==> src/rtl/core/lmgrs_pkg.sv <==
// Shared types, codes and constants for the LED matrix grey row scanner.
`timescale 1ns / 1ps

package lmgrs_pkg;

    localparam int ROWS    = 5;
    localparam int COLS    = 7;
    localparam int ROW_W   = 3;
    localparam int PHASE_W = 8;
    localparam int ADDR_W  = 5;
    localparam int DATA_W  = 32;

    localparam logic [COLS-1:0] MASK_ODD  = 7'h2A;
    localparam logic [COLS-1:0] MASK_EVEN = 7'h55;
    localparam logic [COLS-1:0] COL_ALL   = 7'h7F;
    localparam logic [ROWS-1:0] ROW_ALL   = 5'h1F;
    localparam logic [ROWS-1:0] ROW_FIRST = 5'h10;

    localparam logic [ROW_W-1:0]   LAST_ROW         = 3'd4;
    localparam logic [PHASE_W-1:0] SCAN_PERIOD_RST  = 8'd8;
    localparam logic [PHASE_W-1:0] GREY_WINDOW_RST  = 8'd4;

    typedef enum logic [1:0] {
        OP_TICK       = 2'd0,
        OP_WRITE_ON   = 2'd1,
        OP_WRITE_GREY = 2'd2,
        OP_FILL       = 2'd3
    } t_opcode;

    typedef enum logic [2:0] {
        REG_DISPLAY_ENABLE  = 3'd0,
        REG_INVERT_ENABLE   = 3'd1,
        REG_SCRAMBLE_ENABLE = 3'd2,
        REG_COMMON_CATHODE  = 3'd3,
        REG_SCAN_PERIOD     = 3'd4,
        REG_GREY_WINDOW     = 3'd5,
        REG_SPARE_6         = 3'd6,
        REG_SPARE_7         = 3'd7
    } t_reg_idx;

    typedef struct packed {
        logic               display_enable;
        logic               invert_enable;
        logic               scramble_enable;
        logic               common_cathode;
        logic [PHASE_W-1:0] scan_period;
        logic [PHASE_W-1:0] grey_window;
    } t_cfg;

    typedef struct packed {
        logic [COLS-1:0]    on_bits;
        logic [COLS-1:0]    grey_bits;
        logic [PHASE_W-1:0] phase;
        logic [ROW_W-1:0]   row;
        logic               scramble_phase;
    } t_scan;

    function automatic logic [ROWS-1:0] row_onehot(input logic [ROW_W-1:0] row);
        row_onehot = ROW_FIRST >> row;
    endfunction

endpackage

==> src/rtl/core/lmgrs_pixel.sv <==
// Pixel level logic: grey test, invert, scramble mask, display blanking and pin polarity.
`timescale 1ns / 1ps

module lmgrs_pixel
    import lmgrs_pkg::*;
(
    input  t_cfg            i_cfg,
    input  t_scan           i_scan,
    output logic [COLS-1:0] o_column_levels,
    output logic [ROWS-1:0] o_row_levels
);

    logic [COLS-1:0] lit;
    logic [ROWS-1:0] rowsel;

    always_comb begin
        lit = i_scan.on_bits;
        if (i_scan.phase < i_cfg.grey_window) begin
            lit = lit | i_scan.grey_bits;
        end
        if (i_cfg.invert_enable) begin
            lit = ~lit;
        end
        if (i_cfg.scramble_enable) begin
            lit = lit & (i_scan.scramble_phase ? MASK_ODD : MASK_EVEN);
        end
        rowsel = row_onehot(i_scan.row);
        if (!i_cfg.display_enable) begin
            lit    = '0;
            rowsel = '0;
        end
        if (i_cfg.common_cathode) begin
            o_column_levels = lit;
            o_row_levels    = ~rowsel;
        end else begin
            o_column_levels = ~lit;
            o_row_levels    = rowsel;
        end
    end

endmodule

==> src/rtl/core/led_matrix_grey_row_scanner_core.sv <==
// Top level of the LED matrix grey row scanner: stores, scan state, output stage, APB port.
//
//  channel   dir  handshake                 payload
//  s_axis    in   i_s_tvalid / o_s_tready   i_s_tuser: opcode; i_s_tdata: row_index, row_bits
//  m_axis    out  o_m_tvalid / i_m_tready   o_m_tdata: column_levels, row_levels
//  apb       in   psel & penable & pwrite   paddr 4*index, pwdata, prdata, pready
//
// One item per cycle; a tick's result is registered, shown in the cycle after its transfer.
// Writes and fills give no result. The output register holds a result until
// taken, and the input keeps flowing as long as that register is free or drains.
// Synchronous active-low reset clears stores, scan state and valid; config gets defaults.
`timescale 1ns / 1ps

module led_matrix_grey_row_scanner_core
    import lmgrs_pkg::*;
(
    input  logic              i_clk,
    input  logic              i_rst_n,
    input  logic              i_s_tvalid,
    output logic              o_s_tready,
    input  logic [1:0]        i_s_tuser,   // [1:0] opcode
    input  logic [15:0]       i_s_tdata,   // [2:0] row_index, [9:3] row_bits
    output logic              o_m_tvalid,
    input  logic              i_m_tready,
    output logic [15:0]       o_m_tdata,   // [6:0] column_levels, [11:7] row_levels
    input  logic              i_psel,
    input  logic              i_penable,
    input  logic              i_pwrite,
    input  logic [ADDR_W-1:0] i_paddr,
    input  logic [DATA_W-1:0] i_pwdata,
    output logic [DATA_W-1:0] o_prdata,
    output logic              o_pready
);

    t_cfg r_cfg;
    logic [COLS-1:0]    r_on_rows   [ROWS];
    logic [COLS-1:0]    r_grey_rows [ROWS];
    logic [PHASE_W-1:0] r_phase_count, n_phase_count;
    logic [ROW_W-1:0]   r_active_row, n_active_row;
    logic               r_scramble_phase, n_scramble_phase;
    logic               r_out_valid;
    logic [COLS-1:0]    r_column_levels;
    logic [ROWS-1:0]    r_row_levels;

    t_opcode          in_op;
    logic [ROW_W-1:0] in_idx;
    logic [COLS-1:0]  in_bits;
    logic             in_xfer;
    logic             tick_xfer;
    logic             cfg_wr;
    t_reg_idx         cfg_idx;
    t_scan            scan;
    logic [COLS-1:0]  column_levels;
    logic [ROWS-1:0]  row_levels;

    assign in_op    = t_opcode'(i_s_tuser);
    assign in_idx   = i_s_tdata[2:0];
    assign in_bits  = i_s_tdata[9:3];
    assign o_s_tready = !r_out_valid || i_m_tready;
    assign in_xfer  = i_s_tvalid && o_s_tready;
    assign tick_xfer = in_xfer && (in_op == OP_TICK);

    assign o_pready = 1'b1;
    assign cfg_idx  = t_reg_idx'(i_paddr[4:2]);
    assign cfg_wr   = i_psel && i_penable && i_pwrite;

    always_comb begin
        unique case (cfg_idx)
            REG_DISPLAY_ENABLE:  o_prdata = {{(DATA_W-1){1'b0}}, r_cfg.display_enable};
            REG_INVERT_ENABLE:   o_prdata = {{(DATA_W-1){1'b0}}, r_cfg.invert_enable};
            REG_SCRAMBLE_ENABLE: o_prdata = {{(DATA_W-1){1'b0}}, r_cfg.scramble_enable};
            REG_COMMON_CATHODE:  o_prdata = {{(DATA_W-1){1'b0}}, r_cfg.common_cathode};
            REG_SCAN_PERIOD:     o_prdata = {{(DATA_W-PHASE_W){1'b0}}, r_cfg.scan_period};
            REG_GREY_WINDOW:     o_prdata = {{(DATA_W-PHASE_W){1'b0}}, r_cfg.grey_window};
            default:             o_prdata = '0;
        endcase
    end

    always_ff @(posedge i_clk) begin
        if (!i_rst_n) begin
            r_cfg.display_enable  <= 1'b1;
            r_cfg.invert_enable   <= 1'b0;
            r_cfg.scramble_enable <= 1'b0;
            r_cfg.common_cathode  <= 1'b0;
            r_cfg.scan_period     <= SCAN_PERIOD_RST;
            r_cfg.grey_window     <= GREY_WINDOW_RST;
        end else if (cfg_wr) begin
            unique case (cfg_idx)
                REG_DISPLAY_ENABLE:  r_cfg.display_enable  <= i_pwdata[0];
                REG_INVERT_ENABLE:   r_cfg.invert_enable   <= i_pwdata[0];
                REG_SCRAMBLE_ENABLE: r_cfg.scramble_enable <= i_pwdata[0];
                REG_COMMON_CATHODE:  r_cfg.common_cathode  <= i_pwdata[0];
                REG_SCAN_PERIOD:     r_cfg.scan_period     <= i_pwdata[PHASE_W-1:0];
                REG_GREY_WINDOW:     r_cfg.grey_window     <= i_pwdata[PHASE_W-1:0];
                default: ;
            endcase
        end
    end

    // Phase step and row advance; state holds while the display is off.
    always_comb begin
        n_phase_count    = r_phase_count;
        n_active_row     = r_active_row;
        n_scramble_phase = r_scramble_phase;
        if (r_cfg.display_enable) begin
            n_phase_count = r_phase_count + 1'b1;
            if (r_phase_count > r_cfg.scan_period) begin
                n_phase_count = '0;
                if (r_active_row >= LAST_ROW) begin
                    n_active_row     = '0;
                    n_scramble_phase = !r_scramble_phase;
                end else begin
                    n_active_row = r_active_row + 1'b1;
                end
            end
        end
        scan.on_bits        = r_on_rows[n_active_row];
        scan.grey_bits      = r_grey_rows[n_active_row];
        scan.phase          = n_phase_count;
        scan.row            = n_active_row;
        scan.scramble_phase = n_scramble_phase;
    end

    lmgrs_pixel u_pixel (
        .i_cfg           (r_cfg),
        .i_scan          (scan),
        .o_column_levels (column_levels),
        .o_row_levels    (row_levels)
    );

    always_ff @(posedge i_clk) begin
        if (!i_rst_n) begin
            for (int i = 0; i < ROWS; i++) begin
                r_on_rows[i]   <= '0;
                r_grey_rows[i] <= '0;
            end
        end else if (in_xfer) begin
            for (int i = 0; i < ROWS; i++) begin
                unique case (in_op)
                    OP_WRITE_ON: begin
                        if (in_idx == ROW_W'(i)) r_on_rows[i] <= in_bits;
                    end
                    OP_WRITE_GREY: begin
                        if (in_idx == ROW_W'(i)) r_grey_rows[i] <= in_bits;
                    end
                    OP_FILL: begin
                        r_on_rows[i]   <= in_bits;
                        r_grey_rows[i] <= in_bits;
                    end
                    OP_TICK: ;
                endcase
            end
        end
    end

    always_ff @(posedge i_clk) begin
        if (!i_rst_n) begin
            r_phase_count    <= '0;
            r_active_row     <= '0;
            r_scramble_phase <= 1'b0;
            r_out_valid      <= 1'b0;
        end else begin
            if (tick_xfer) begin
                r_phase_count    <= n_phase_count;
                r_active_row     <= n_active_row;
                r_scramble_phase <= n_scramble_phase;
                r_out_valid      <= 1'b1;
            end else if (i_m_tready) begin
                r_out_valid <= 1'b0;
            end
        end
    end

    always_ff @(posedge i_clk) begin
        if (tick_xfer) begin
            r_column_levels <= column_levels;
            r_row_levels    <= row_levels;
        end
    end

    assign o_m_tvalid = r_out_valid;
    assign o_m_tdata  = {4'b0000, r_row_levels, r_column_levels};

    a_row_range: assert property (@(posedge i_clk) disable iff (!i_rst_n)
        r_active_row <= LAST_ROW)
        else $error("active row out of range");

    a_row_anode: assert property (@(posedge i_clk) disable iff (!i_rst_n)
        r_out_valid && !r_cfg.common_cathode |-> $onehot0(r_row_levels))
        else $error("more than one row driven (anode)");

    a_row_cathode: assert property (@(posedge i_clk) disable iff (!i_rst_n)
        r_out_valid && r_cfg.common_cathode |-> $onehot0(~r_row_levels))
        else $error("more than one row driven (cathode)");

    a_phase_step: assert property (@(posedge i_clk) disable iff (!i_rst_n)
        tick_xfer && r_cfg.display_enable && (r_phase_count <= r_cfg.scan_period)
        |=> r_phase_count == PHASE_W'($past(r_phase_count) + 1'b1))
        else $error("phase did not step");

endmodule
==> config.mk <==
export PLATFORM = sky130hd
export DESIGN_NAME = led_matrix_grey_row_scanner_core
export DESIGN_NICKNAME = d
export VERILOG_FILES = /design/src/rtl/core/lmgrs_pkg.sv /design/src/rtl/core/lmgrs_pixel.sv /design/src/rtl/core/led_matrix_grey_row_scanner_core.sv
export SDC_FILE = /design/constraint.sdc
export NUM_CORES = 1
export LEC_CHECK = 0
export BUFFER_PORTS_ARGS = -buffer_cell sky130_fd_sc_hd__buf_2
export CORE_ASPECT_RATIO = 0.5
export CORE_MARGIN = 3
export CORE_UTILIZATION = 57
export CTS_CLUSTER_DIAMETER = 60
export DETAILED_ROUTE_END_ITERATION = 8
export PLACE_DENSITY = 0.9
export SLEW_MARGIN = 20
export SYNTH_ARGS = -nofsm -noshare
export SYNTH_HDL_FRONTEND = slang
export SYNTH_SLANG_ARGS = --single-unit
==> constraint.sdc <==
create_clock -name i_clk -period 5.5 [get_ports i_clk]
set_clock_uncertainty 0.1 [all_clocks]
set_input_delay 0 -clock i_clk [delete_from_list [all_inputs] [get_ports i_clk]]
set_output_delay 0 -clock i_clk [all_outputs]
set_load 0.01 [all_outputs]
# After elaboration in Yosys (flattened, before gate mapping)
# Memory sizes are Yosys's and may differ from the RTL's.
# Index checks and enable logic that the tools add are counted.
dict set report op_classes {
  n_reduce_logical 17
  n_eq_ne 12
  bitwise_logic 25
  shift 1
  n_addsub 2
  mux 89
  order_cmp 3
}
# op n
set ops {}
lappend ops {{$mux W7} 26}
lappend ops {{$mux W1} 55}
lappend ops {{$pmux W8 S6} 1}
lappend ops {{$or A1 B1 Y1} 20}
lappend ops {{$mux W8} 2}
lappend ops {{$not A7 Y7} 2}
lappend ops {{$eq A3 B2 Y1 const B} 4}
lappend ops {{$reduce_and A2 Y1} 6}
lappend ops {{$mux W5} 2}
lappend ops {{$eq A3 B3 Y1 const B} 3}
lappend ops {{$mux W3} 3}
lappend ops {{$add A8 B1 Y8 const B} 1}
lappend ops {{$gt A8 B8 Y1} 1}
lappend ops {{$lt A8 B8 Y1} 1}
lappend ops {{$and A7 B7 Y7} 1}
lappend ops {{$or A7 B7 Y7} 1}
lappend ops {{$eq A3 B1 Y1 const B} 2}
lappend ops {{$logic_not A3 Y1} 2}
lappend ops {{$not A5 Y5} 1}
lappend ops {{$shr A5 B3 Y5 const A} 1}
lappend ops {{$eq A2 B2 Y1 const B} 2}
lappend ops {{$logic_and A1 B1 Y1} 4}
lappend ops {{$add A3 B1 Y3 const B} 1}
lappend ops {{$ge A3 B3 Y1 const B} 1}
lappend ops {{other kinds (5)} 6}
dict set report word_totals {
  elab_cells 163
  in_bits 62
  reg_bits 45
  ramBits 70
  memories 2
}
# name words width rd rd_clocked_by_memory_dff wr line_no
set memory_table {}
lappend memory_table {r_grey_rows 5 7 1 0 5 led_matrix_grey_row_scanner_core.sv:37} ;# logic [COLS-1:0] r_grey_rows [ROWS];
lappend memory_table {r_on_rows 5 7 1 0 5 led_matrix_grey_row_scanner_core.sv:36} ;# logic [COLS-1:0] r_on_rows [ROWS];

# Logic depth before layout (Yosys ltp)
# An unclocked memory read counts as a cell.
dict set report depth {
  ltp_word 14
  depth_mapped 20
}

# Hierarchy
# From an unflattened synthesis, not the netlist that was laid out.
dict set report unflattened {
  cells_unflattened 768
  hier_area_um2 7322.0
}
# module instances area_each_um2 cells_each
set by_module_without_submodules {}
lappend by_module_without_submodules {led_matrix_grey_row_scanner_core 1 6391.1 624}
lappend by_module_without_submodules {lmgrs_pixel 1 930.9 144}

# Least setup slack after synthesis
# Ideal clock, no wire load.
dict set report synth_path {
  kind {register -> register}
  startpoint {reg r_phase_count[0]}
  endpoint {reg r_column_levels[4] (data pin)}
  synth_period_minus_slack_ns 4.189
  setup_ns 0.276
  arrival_ns 3.813
  setup_slack_ns 1.311
  n_path_buf 3
  required_ns 5.124
  stages_incl_launch_ff 20
  path_cell_list {dfxtp_1 > inv_1 > ha_1 > nand4_1 > or3b_4 > a21o_2 > nand2_2 > buf_4 > buf_4 > nor2_1 > ha_1 > a21o_1 > a21o_1 > a21oi_1 > o21ai_0 > a31oi_1 > buf_2 > a21oi_1 > o311ai_1 > xnor2_1}
}
dict set report synth_between {
  word_cells_on_any_way 21
}
# item line_no
set synth_lines {}
lappend synth_lines {{from (decl)} led_matrix_grey_row_scanner_core.sv:38} ;# logic [PHASE_W-1:0] r_phase_count, n_phase_count;
lappend synth_lines {{from (signal assigned)} led_matrix_grey_row_scanner_core.sv:164} ;# r_phase_count <= n_phase_count;
lappend synth_lines {{$add A8 B1 Y8 or $gt A8 B8 Y1 (tied branches)} {led_matrix_grey_row_scanner_core.sv:106, led_matrix_grey_row_scanner_core.sv:107}}
lappend synth_lines {{$mux W8 (*)} led_matrix_grey_row_scanner_core.sv:107} ;# if (r_phase_count > r_cfg.scan_period) begin
lappend synth_lines {{$mux W8 (*)} led_matrix_grey_row_scanner_core.sv:105} ;# if (r_cfg.display_enable) begin
lappend synth_lines {{net n_phase_count[5]} led_matrix_grey_row_scanner_core.sv:38}
lappend synth_lines {{$lt A8 B8 Y1 (*)} lmgrs_pixel.sv:18} ;# if (i_scan.phase < i_cfg.grey_window) begin
lappend synth_lines {{$mux W7 (*)} lmgrs_pixel.sv:18}
lappend synth_lines {{$not A7 Y7} lmgrs_pixel.sv:22} ;# lit = ~lit;
lappend synth_lines {{$mux W7 (*)} lmgrs_pixel.sv:21} ;# if (i_cfg.invert_enable) begin
lappend synth_lines {{$and A7 B7 Y7} lmgrs_pixel.sv:25} ;# lit = lit & (i_scan.scramble_phase ? MASK_ODD : MASK_EVEN);
lappend synth_lines {{$mux W7 (*)} lmgrs_pixel.sv:24} ;# if (i_cfg.scramble_enable) begin
lappend synth_lines {{$mux W7 (*)} lmgrs_pixel.sv:28} ;# if (!i_cfg.display_enable) begin
lappend synth_lines {{$not A7 Y7} lmgrs_pixel.sv:36} ;# o_column_levels = ~lit;
lappend synth_lines {{$mux W7 (*)} lmgrs_pixel.sv:32} ;# if (i_cfg.common_cathode) begin
lappend synth_lines {{net column_levels[4]} led_matrix_grey_row_scanner_core.sv:53} ;# logic [COLS-1:0] column_levels;
lappend synth_lines {{to (signal assigned)} led_matrix_grey_row_scanner_core.sv:176} ;# r_column_levels <= column_levels;
lappend synth_lines {{to (decl)} led_matrix_grey_row_scanner_core.sv:42} ;# logic [COLS-1:0] r_column_levels;
# Mark *: on every way through the listed nets, which the timed path passes. The rest lies on a longest branch.
# A chain may end at the register's enable or synchronous reset.

# Worst setup path in the final report
dict set report layout_path {
  startpoint {reg r_cfg[15] (netlist bit)}
  endpoint {reg r_column_levels[6] (data pin)}
}
dict set report layout_between {
  word_cells_on_any_way 20
}
# item line_no
set layout_lines {}
lappend layout_lines {{from (decl)} led_matrix_grey_row_scanner_core.sv:35} ;# t_cfg r_cfg;
lappend layout_lines {{$gt A8 B8 Y1 (*)} led_matrix_grey_row_scanner_core.sv:107}
lappend layout_lines {{$mux W8 (*)} led_matrix_grey_row_scanner_core.sv:107}
lappend layout_lines {{$mux W8 (*)} led_matrix_grey_row_scanner_core.sv:105}
lappend layout_lines {{net n_phase_count[3]} led_matrix_grey_row_scanner_core.sv:38}
lappend layout_lines {{$lt A8 B8 Y1 (*)} lmgrs_pixel.sv:18}
lappend layout_lines {{$mux W7 (*)} lmgrs_pixel.sv:18}
lappend layout_lines {{$not A7 Y7} lmgrs_pixel.sv:22}
lappend layout_lines {{$mux W7 (*)} lmgrs_pixel.sv:21}
lappend layout_lines {{$and A7 B7 Y7} lmgrs_pixel.sv:25}
lappend layout_lines {{$mux W7 (*)} lmgrs_pixel.sv:24}
lappend layout_lines {{$mux W7 (*)} lmgrs_pixel.sv:28}
lappend layout_lines {{$not A7 Y7} lmgrs_pixel.sv:36}
lappend layout_lines {{$mux W7 (*)} lmgrs_pixel.sv:32}
lappend layout_lines {{net column_levels[6]} led_matrix_grey_row_scanner_core.sv:53}
# Marked as above.

==> impl_metrics.json <==
{
  "via_per_inst": 6.269,
  "cts_setup_buffers": 0,
  "postSynthAreaPerCell_um2": 10.12,
  "synth.area.top_cells": "edfxtp_1 37%, dfxtp_1 10%, mux2i_1 4.3%, buf_4 3.6%, nand2_1 3.6%",
  "grt_pass1_wl_mm": 27.00,
  "fillers": 763,
  "setup_viol": 0,
  "antenna_cells": 0,
  "synth-seq-area-share_pct": 47.41,
  "layout_commonest_cell": "edfxtp_1",
  "grt_max_degree": 32,
  "whs_path_depth": 4,
  "die_y_um": 82.02,
  "cts.path.max_buffers": 2,
  "fmax_mhz": 199.9,
  "reg2reg_slack_ns": 0.50,
  "p_total_mw": 2.241,
  "finish.net_count": 794,
  "ys_ff_latch": 115,
  "startpoint_type": "flop",
  "finalHoldViolCount": 0,
  "cp_slowest_cell": "a211oi_1",
  "drt_iter0_drc": 656,
  "initial_core_util_pct": 59.09,
  "die_area_um2": 12960,
  "critPathBufInv": 2,
  "crit_path_end_kind": "flop",
  "yosysWarnings": 0,
  "ys_types": 63,
  "clock_latency_ns": 0.43,
  "ant_nets": 0,
  "area_growth_pct": 15.16,
  "status": "finished, final reports clean",
  "post-place-ws_ns": 0.7220,
  "core_area_um2": 11150,
  "fin_ws_ns": 0.4984,
  "worstPathCellList": "inv_1 > ha_1 > nand4_1 > or3b_4 > a21o_2 > nand2_2 > nor2_1 > ha_1 > nand3_1 > a21oi_1 > a211oi_1 > o21ai_0 > a31oi_1 > buf_4 > a211oi_1 > mux2_2 > o311ai_1 > xnor2_1",
  "die_w_um": 158.0,
  "async_reset_ff_share_pct": 0,
  "vdd_ir_drop_max_v": 0.0001663,
  "dpl-instance-area_um2": 6803,
  "yosys.area.top_type": "edfxtp_1",
  "timing.setup.tns_ns": 0,
  "final_util_pct": 68.05,
  "cp.required_ns": 5.55,
  "wl_mm": 17.11,
  "htree_num_levels": 4,
  "grt_pass1_vias": 5209,
  "antenna_found_initial": 0,
  "numPortBuffers": 51,
  "vias": 5467,
  "hold-path-endpoint": "r_cfg[16]",
  "finalCritPeriodShare_pct": 90.94,
  "critPathTopFamily": "compound AO/OA/AOI/OAI gates",
  "maxSlewHeadroom_pct": 28.58,
  "grt_usage_pct": 27.60,
  "synthesis.area_um2": 6588,
  "cp_max_fo": 23,
  "root_buffer": "clkbuf_16",
  "p_per_area_nw_per_um2": 295.4,
  "critPathKind": "reg2reg",
  "maxCapViolCount": 0,
  "slowest_delay_ns": 0.54,
  "wl_per_cell_um": 19.63,
  "r2r_start": "r_cfg[15]",
  "layoutNonFillerInstCount": 872,
  "hold_start": "i_paddr[2]",
  "grt_overflow_total": 0,
  "finalMaxSlewViolations": 0,
  "row_count": 27,
  "synthCells": 651,
  "r2r_cells": 18,
  "min_period_ns": 5.002,
  "synth-edff-count": 82,
  "dr.pass1.iters": 6,
  "rsz0062_at_grt": "false",
  "place_congestion": 0.8831,
  "worst_r2r_endpoint": "r_column_levels[6]",
  "synth_top_area_share_pct": 37.38,
  "clkTransAtPathRegs_ns": 0.06,
  "synthFlopType": "edfxtp_1",
  "cts_buffers": 17,
  "layout_common_cells": "82 x edfxtp_1, 63 x nand2_1, 54 x nor2_1",
  "num_io_pins": 113,
  "arrival_ns": 5.05,
  "leakage_nw": 2.929,
  "hold_ws_ns": 0.02349,
  "cts_tree": "yes",
  "worst_pin_slew_ns": 1.070,
  "finalInstanceArea_um2": 7586,
  "route.detailed.drc": 0,
  "hp-class": "in2reg",
  "dp.cells": 819,
  "place_hpwl_mm": 11.16,
  "drive_gt1_share_pct": 17.61,
  "cts.sinks": 115
}
## area by class of cell
class	count	area [um^2]	share of cell area (%)
sequential	115	3123	41.17
multi-input combinational	479	3115	41.07
timing repair buffer	77	503.0	6.630
clock buffer	17	425.4	5.608
tap	145	181.4	2.392
clock inverter	15	147.6	1.946
inverter	24	90.09	1.188
## cell usage after synthesis (6+ instances only)
master	count
mux2i_1	28
nand4_1	7
buf_2	6
clkbuf_1	17
and2_1	28
nand3_1	18
nor2_1	54
a21oi_1	30
edfxtp_1	82
dfxtp_1	33
o211ai_1	10
inv_1	22
xnor2_1	16
mux4_2	8
a21o_1	12
buf_4	32
nand2_1	63
nor3_1	17
o22ai_1	7
ha_1	18
o21ai_0	46
a211o_1	6
## worst max-delay path by stage
stage                                start                  to  slack [ns]  cells past startpoint
after floorplan           r_phase_count[0]  r_column_levels[4]        1.31                     19
after detailed placement         r_cfg[15]  r_column_levels[6]        0.72                     18
final                            r_cfg[15]  r_column_levels[6]        0.50                     18
after global placement           r_cfg[15]  r_column_levels[0]        0.79                     18
after CTS                        r_cfg[15]  r_column_levels[0]        0.66                     18
after global routing             r_cfg[15]  r_column_levels[0]        0.23                     18
## worst register-to-register path: stages (launching register included)
cell and delay [ns]:
dfxtp_1 0.35, inv_1 0.05, ha_1 0.31, nand4_1 0.21, or3b_4 0.45, a21o_2 0.27, nand2_2 0.45, nor2_1 0.16
ha_1 0.33, nand3_1 0.11, a21oi_1 0.13, a211oi_1 0.07, o21ai_0 0.26, a31oi_1 0.07, buf_4 0.21, a211oi_1 0.55
mux2_2 0.41, o311ai_1 0.11, xnor2_1 0.12
## state kept, by name, indices dropped and copies added (netlist names)
signal / count
r_on_rows: 35
r_scramble_phase: 1
r_active_row: 3
r_row_levels: 5
o_m_tvalid: 1
r_cfg: 20
r_column_levels: 7
r_grey_rows: 35
r_phase_count: 8
## kinds of logic after synthesis
kind of cell	count (synthesis)	synth area share, %
muxes	41	7.844
xor gates and xnor gates	21	2.792
other	2	0.1140
DFF	115	47.41
buffers and inverters	84	6.837
and+or+nand+nor	227	17.40
adders and majority gates	18	3.419
AOI/OAI and AO/OA	143	14.19
## report_power, final
group / total (mW) / leakage (nW) / internal (mW) / switching, mW
registers: 0.986 / 1.13 / 0.967 / 0.0190
clock network: 1.08 / 0.280 / 0.632 / 0.446
logic: 0.178 / 1.52 / 0.0661 / 0.111
total: 2.24 / 2.93 / 1.66 / 0.576
## repair_timing
item | 4_1_cts | 5_1_grt
setup endpoints to repair | 0 | 0
gates resized for setup | 0 | 0
hold buffers | 21 | 0
endpoints found under the hold margin | 91 | 0
## routing by layer
layer | up-vias | routed length, um | track usage, % | share of wire (%)
li1 | 2433 | - | - | -
met1 | 2553 | 6719 | 34.93 | 39
met2 | 404 | 7716 | 44.17 | 45
met3 | 77 | 2038 | 8.263 | 12
met4 | 0 | 638 | 12.96 | 3.7
met5 | - | 0 | 0 | 0
No activity file was read; power rests on OpenSTA's default activity.
